[src/rtl/iol_pkg.sv]
// shared types, constants and codes for the indexed ordered list
package iol_pkg;

   localparam int CAPACITY = 64;
   localparam int DATA_W   = 32;
   localparam int ACT_W    = 3;
   localparam int POS_W    = 7;
   localparam int STAT_W   = 2;
   localparam int IDX_W    = (CAPACITY > 1) ? $clog2(CAPACITY) : 1;
   localparam int CNT_W    = $clog2(CAPACITY + 1);
   localparam int CMP_W    = (CNT_W > POS_W) ? CNT_W : POS_W;

   typedef logic signed [DATA_W-1:0] data_type;
   typedef logic [CNT_W-1:0]         count_type;
   typedef logic [IDX_W-1:0]         idx_type;

   typedef enum logic [ACT_W-1:0] {
      ACT_READ = 3'd0,
      ACT_HEAD = 3'd1,
      ACT_TAIL = 3'd2,
      ACT_AT   = 3'd3,
      ACT_DEL  = 3'd4
   } action_type;

   typedef enum logic [STAT_W-1:0] {
      ST_DONE  = 2'd0,
      ST_RANGE = 2'd1,
      ST_FULL  = 2'd2
   } status_type;

   typedef struct packed {
      logic [ACT_W-1:0] action;
      logic [POS_W-1:0] position;
      data_type         value;
   } req_type;

   typedef struct packed {
      data_type          read_value;
      logic [STAT_W-1:0] status;
      logic [POS_W-1:0]  count_now;
   } rsp_type;

   typedef struct packed {
      logic       ins;
      logic       del;
      logic       rd;
      idx_type    idx;
      status_type status;
   } op_ctrl_type;

endpackage

[src/rtl/iol_decode.sv]
// action decode with range and full checks against the current count
module iol_decode (
   input  logic                      valid,
   input  logic [iol_pkg::ACT_W-1:0] action,
   input  logic [iol_pkg::POS_W-1:0] position,
   input  iol_pkg::count_type        count,
   output iol_pkg::op_ctrl_type      ctrl
);
   import iol_pkg::*;

   logic [CMP_W-1:0] pos_ext;
   logic [CMP_W-1:0] cnt_ext;
   logic             full;

   assign pos_ext = CMP_W'(position);
   assign cnt_ext = CMP_W'(count);
   assign full    = (count == CNT_W'(CAPACITY));

   always_comb begin
      ctrl        = '0;
      ctrl.status = ST_RANGE;
      unique case (action_type'(action))
         ACT_READ: begin
            if (pos_ext < cnt_ext) begin
               ctrl.rd     = valid;
               ctrl.idx    = IDX_W'(position);
               ctrl.status = ST_DONE;
            end
         end
         ACT_HEAD: begin
            if (full) begin
               ctrl.status = ST_FULL;
            end else begin
               ctrl.ins    = valid;
               ctrl.idx    = '0;
               ctrl.status = ST_DONE;
            end
         end
         ACT_TAIL: begin
            if (full) begin
               ctrl.status = ST_FULL;
            end else begin
               ctrl.ins    = valid;
               ctrl.idx    = IDX_W'(count);
               ctrl.status = ST_DONE;
            end
         end
         ACT_AT: begin
            if (pos_ext > cnt_ext) begin
               ctrl.status = ST_RANGE;
            end else if (full) begin
               ctrl.status = ST_FULL;
            end else begin
               ctrl.ins    = valid;
               ctrl.idx    = IDX_W'(position);
               ctrl.status = ST_DONE;
            end
         end
         ACT_DEL: begin
            if (pos_ext < cnt_ext) begin
               ctrl.del    = valid;
               ctrl.idx    = IDX_W'(position);
               ctrl.status = ST_DONE;
            end
         end
         default: begin
            ctrl.status = ST_RANGE;
         end
      endcase
   end

endmodule

[config.mk]
export PLATFORM = sky130hd
export DESIGN_NAME = iol_decode
export DESIGN_NICKNAME = d
export VERILOG_FILES = /design/src/rtl/iol_pkg.sv /design/src/rtl/iol_decode.sv
export SDC_FILE = /design/constraint.sdc
export NUM_CORES = 1
export LEC_CHECK = 0
export ABC_AREA = 1
export BUFFER_PORTS_ARGS = -buffer_cell sky130_fd_sc_hd__buf_2
export CAP_MARGIN = 20
export CORE_AREA = 5 5 42 44
export DETAILED_ROUTE_END_ITERATION = 7
export DIE_AREA = 0 0 47 49
export PLACE_DENSITY = 0.72
export SLEW_MARGIN = 40
export SYNTH_ARGS = -nofsm -noshare
export SYNTH_HDL_FRONTEND = slang
export SYNTH_SLANG_ARGS = --single-unit
[constraint.sdc]
create_clock -name vclk -period 1
set_clock_uncertainty 0.1 [all_clocks]
set_input_delay 0.05 -clock vclk [all_inputs]
set_output_delay 0.05 -clock vclk [all_outputs]
set_load 0.005 [all_outputs]
==> flow_metrics.py, run 1 <==
metrics = {
    "final_layout": {
        "fin_util_pct": 66.3,
        "finalInstanceArea_um2": 928,
        "seq_area_um2": 0,
        "drive_gt1_share_pct": 65.3,
        "fill_cells": 128,
        "syn2layout_area_growth_pct": 142,
        "multi_input_area_um2": 522,
        "clock_buffers": 0,
        "diodes": 0,
        "final_cells": 134,
        "seq_cells": 0,
        "nNetsFinal": 145,
    },
    "placed_design": {
        "numPortBuffers": 29,
        "dpl.hpwl_um": 1180,
        "placed_area_um2": 742,
        "gp_congestion": 0.827,
        "dp.cells": 134,
        "place_ws_ps": -437,
    },
    "detailed_routing": {
        "dr.pass1.iters": 4,
        "routed_wl_um": 1700,
        "drtAntennaViolNets": 0,
        "vias": 676,
        "drt-vias-per-instance": 5.04,
        "first_iter_violations": 9,
        "wl_per_cell_um": 12.7,
        "drc": 0,
    },
    "timing": {
        "hold_violations": 0,
        "worst_pin_slew_ps": 261,
        "finalSetupViolCount": 11,
        "period_needed_ps": 1400,
        "tns_ps": -3830,
        "fin_crit_sh_pct": 140,
        "final_max_slew_viol_count": 0,
        "layout_setup_ws_ps": -399,
        "max_freq_mhz": 715,
        "rsz0062_at_grt": "yes",
        "slew_headroom_pct": 82.5,
    },
    "critical_path": {
        "critical_path_class": "in2out",
        "path_cells": "buf_6 -> ha_4 -> nand2_2 -> nand2_2 -> a21oi_4 -> nand3_4 -> nand2_8 -> nand3_2 -> nand2_1 -> buf_2",
        "slowest_delay_ps": 250,
        "critPathArrivalTime_ps": 1250,
        "crit_required_ps": 850,
        "timing.critical_path.mode_cell": "nand2_2",
        "slowest_stage": "ha_4",
        "crit_path_end_kind": "primary output",
        "startpoint": "position[4]",
        "critPathMaxFanout": 6,
        "setup.worst_path.start_class": "primary input",
    },
    "grt": {
        "first_global_vias": 660,
        "use_met2_pct": 25.8,
        "grt_max_degree": 7,
        "grt_busiest_layer": "met2",
        "met1_usage_pct": 14.1,
        "grt_use_total_pct": 13.2,
        "gr-usage-met3_pct": 1.11,
        "grt.overflow.total": 0,
        "grt_first_pass_wirelength_um": 2460,
        "antenna_found_initial": 0,
    },
    "yosys": {
        "yosysUniqueCellTypes": 14,
        "synth_top_area_share_pct": 25.5,
        "yosysMostFrequentCell": "nand2_1",
        "netlist.top_cell.by_area": "nand2_1",
        "syn_area_um2": 383,
        "synth.area.top_cells": "nand2_1 25%, ha_1 23%, inv_1 13%, nand3_1 10%, nor2_1 8.8%",
        "ys_warn_count": 0,
        "netlist_instances": 75,
        "postSynthAreaPerCell_um2": 5.10,
        "syn_nets": 100,
        "synth_seq_area_share_pct": 0,
        "synth_common_cells": "26 x nand2_1, 13 x inv_1, 9 x nor2_1, 8 x nand3_1, 7 x ha_1",
    },
    "floorplan": {
        "die_h_um": 49,
        "start_util_pct": 27.3,
        "fp.dieArea_um2": 2300,
        "fp.coreArea_um2": 1400,
        "io_pins": 29,
        "die_w_um": 47,
        "rows": 14,
    },
    "hold_path": {
        "hold_start": "valid",
        "hold_depth": 4,
        "hp-class": "in2out",
        "hold_end": "ctrl[10]",
    },
    "power": {
        "p_leak_nw": 0.483,
        "p_per_area_nw_per_um2": 454,
        "irDropWorstVdd_mv": 0.222,
    },
    "clock_network": {
        "postCtsHoldBufs": 0,
        "cts_setup_buffers": 0,
    },
    "outcome": {
        "violations": "setup timing",
        "outcome": "finished, violations left",
    },
    "flow_run": {
        "maxCapViolations": 0,
    },
}
## how the worst max path moves through the flow
stage | end | slack [ps]
after floorplan | ctrl[10] | -70
after global placement | ctrl[4] | -410
after detailed placement | ctrl[4] | -440
after CTS | ctrl[10] | -380
after global routing | ctrl[2] | -450
final | ctrl[6] | -400
## placed cells by master (no fill, tap or decap)
master	Yosys	final
nor3_2	0	2
o21ai_1	1	2
nand2_4	0	3
inv_4	0	4
nand4_1	1	1
a21oi_2	1	1
ha_1	7	1
buf_2	0	20
buf_6	0	8
a21oi_4	0	1
nor2_4	0	1
inv_2	0	2
nand2_8	0	1
ha_4	0	6
inv_12	0	1
inv_1	13	6
nor3_1	3	1
buf_12	0	1
nand3b_1	1	1
nand3_4	0	1
nand2_1	26	19
buf_4	0	14
nand3_2	1	6
nor2_1	9	8
nand2_2	2	5
nand3_1	8	2
## through the flow
| stage | total power (W) | hold slack [ps] |
|---|---|---|
| floorplan | 0.000151 | 36.5 |
| global placement | 0.000293 | 298 |
| detailed placement | 0.000301 | 303 |
| CTS | 0.000377 | 308 |
| global route | 0.000460 | 318 |
| finish | 0.000421 | 305 |
## worst max-delay path, delay by kind of cell
kind	cells	cell delay, ps
adders and majority gates	1	250
and+or+nand+nor	6	550
AOI/OAI and AO/OA	1	180
buffers and inverters	2	210
## power breakdown
group	switching [W]	internal, W	leakage, nW
clock	0	0	0
combinational	0.000212	0.000209	0.483
sequential	0	0	0
## layer usage
layer  vias up  share of wire (%)
met5         -                  0
met4         0                3.8
met3         8                5.3
met2        27                 55
met1       314                 36
li1        327                  -
## kinds of logic after synthesis
| group | count (synthesis) | synth area share [%] |
|---|---|---|
| AOI/OAI and AO/OA | 4 | 6.21 |
| buffers and inverters | 13 | 12.7 |
| and+or+nand+nor | 51 | 58.2 |
| adders and majority gates | 7 | 22.9 |
## repair_timing
| action | 4_1_cts | 5_1_grt |
|---|---|---|
| endpoints found under the hold margin | 0 | 0 |
| gates cloned | 0 | 0 |
| pin swaps | 18 | 28 |
| endpoints found under the setup margin | 11 | 11 |
| gates resized for setup | 29 | 14 |
## final cells by class
class	count	area share, %
multi-input combinational	62	56.2
timing repair buffer	43	34.0
inverter	13	7.68
tap	16	2.16
Note: power is estimated with default switching activity, not from simulation.
==> run 2: changes to the inputs <==
--- a/config.mk
+++ b/config.mk
@@ -12,6 +12,8 @@
 export DETAILED_ROUTE_END_ITERATION = 7
 export DIE_AREA = 0 0 47 49
 export PLACE_DENSITY = 0.72
+export REMOVE_ABC_BUFFERS = 1
+export SKIP_LAST_GASP = 1
 export SLEW_MARGIN = 40
 export SYNTH_ARGS = -nofsm -noshare
 export SYNTH_HDL_FRONTEND = slang
==> run 2 against run 1 <==
  * Cell count up 2.2%
  * First-iteration DRC count up 56%
  * Maximum frequency down 0.71%
  * Critical endpoint is now ctrl[10]
  * Global-route usage down 0.42 points
  * Sequential share of layout area unchanged
  * Total power down 7.5%
  * Via count down 5.0%
  * Core utilization down 2.9 points
  * Combinational power down 7.6%
  * The run still ends with setup timing left
  * Flip-flop and latch count unchanged
  * Hold slack worse by 7.6 ps
==> flow_metrics.py, run 2 (same netlist as run 1, synthesis figures left out) <==
metrics = {
    "final_layout": {
        "seq_cells": 0,
        "diodes": 0,
        "syn2layout_area_growth_pct": 132,
        "clock_buffers": 0,
        "mostFrequentLayoutCell": "buf_2",
        "final_cells": 137,
        "seq_area_um2": 0,
        "drive_gt1_share_pct": 66.1,
        "finalInstanceArea_um2": 887,
        "final_cell_mix": "23 x buf_2, 19 x nand2_1, 17 x buf_4, 8 x nor2_1",
        "nNetsFinal": 148,
    },
    "placed_design": {
        "dp.cells": 136,
        "placed_area_um2": 668,
        "gp_congestion": 0.794,
        "numPortBuffers": 29,
        "dpl.hpwl_um": 1090,
    },
    "detailed_routing": {
        "drc": 0,
        "first_iter_violations": 14,
        "drtAntennaViolNets": 0,
        "drt-vias-per-instance": 4.69,
        "routed_wl_um": 1480,
        "dr.pass1.iters": 3,
        "wl_per_cell_um": 10.8,
        "vias": 642,
    },
    "timing": {
        "hold_violations": 0,
        "max_freq_mhz": 710,
        "layout_setup_ws_ps": -409,
        "slew_headroom_pct": 82.0,
        "final_max_slew_viol_count": 0,
        "rsz0062_at_grt": "yes",
        "fin_crit_sh_pct": 141,
        "finalSetupViolCount": 11,
        "worst_pin_slew_ps": 269,
        "period_needed_ps": 1410,
    },
    "power": {
        "p_leak_nw": 0.478,
        "p_per_area_nw_per_um2": 439,
        "irDropWorstVdd_mv": 0.214,
    },
    "grt": {
        "grt.overflow.total": 0,
        "grt_max_degree": 7,
        "grt_use_total_pct": 12.8,
        "antenna_found_initial": 0,
        "grt_first_pass_wirelength_um": 2410,
        "first_global_vias": 623,
    },
    "floorplan": {
        "die_h_um": 49,
        "io_pins": 29,
        "fp.coreArea_um2": 1400,
        "die_w_um": 47,
        "fp.dieArea_um2": 2300,
        "rows": 14,
        "start_util_pct": 27.3,
    },
    "critical_path": {
        "critPathMaxFanout": 3,
        "slowest_delay_ps": 250,
        "path_cells": "buf_2 -> ha_4 -> a21oi_2 -> nand2_1 -> nand2_2 -> nand2_2 -> nand3b_1 -> nand2_1 -> nor2_1 -> buf_2",
        "crit_path_end_kind": "primary output",
        "crit_required_ps": 850,
        "critPathArrivalTime_ps": 1260,
        "critPathTopFamily": "simple AND/OR/NAND/NOR gates",
        "setup.worst_path.start_class": "primary input",
        "critical_path_class": "in2out",
        "slowest_stage": "ha_4",
        "crit_buf_inv": 2,
    },
    "hold_path": {
        "hp-class": "in2out",
    },
    "outcome": {
        "violations": "setup timing",
        "outcome": "finished, violations left",
    },
    "flow_run": {
        "maxCapViolations": 0,
    },
}
-- run 2: layer usage --
| layer | track usage, % | vias up | part of all wire (%) |
|---|---|---|---|
| met1 | 15.2 | 295 | 37 |
| met2 | 24.0 | 12 | 58 |
| met5 | 0 | - | 0 |
| met4 | 2.30 | 0 | 0.95 |
| met3 | 0.369 | 2 | 3.9 |
| li1 | - | 333 | - |
-- run 2: final timing paths --
check / cells past startpoint / to / from / slack (ps)
hold / removal: 4 / ctrl[2] / count[0] / 300
setup / recovery: 10 / ctrl[10] / position[2] / -410
-- run 2: cell type report --
type | instances | area [µm²]
inverters | 13 | 53.8
fillers | 120 | 514
well taps | 16 | 20.0
repair buffers | 46 | 310
multi-input cells | 62 | 503
-- run 2: what timing repair did --
action,in CTS,in global routing
pin swaps,13,7
hold buffers,0,0
setup buffers,1,0
resized for setup,29,15
setup endpoints to repair,11,11
-- run 2: report_power, final --
part	internal, W	switching [W]	total [W]
combinational	0.000195	0.000194	0.000389
sequential	0	0	0
clock	0	0	0
-- run 2: tightest hold or removal path, stage by stage --
cell	delay [ps]
buf_2	100
nand2_1	50
nand2_1	50
buf_2	100
-- run 2: through the flow --
stage          total power, W  utilization, %  setup slack (ps)  hold slack [ps]  TNS [ps]
6_report             0.000389            63.3              -409              297     -3730
5_1_grt              0.000429            63.3              -502              334     -4890
4_1_cts              0.000346            58.7              -358              302     -3470
3_5_place_dp         0.000264            47.7              -450              302     -4490
3_3_place_gp         0.000258            47.7              -389              302     -3980
2_1_floorplan        0.000121               -              -139             36.5     -1330
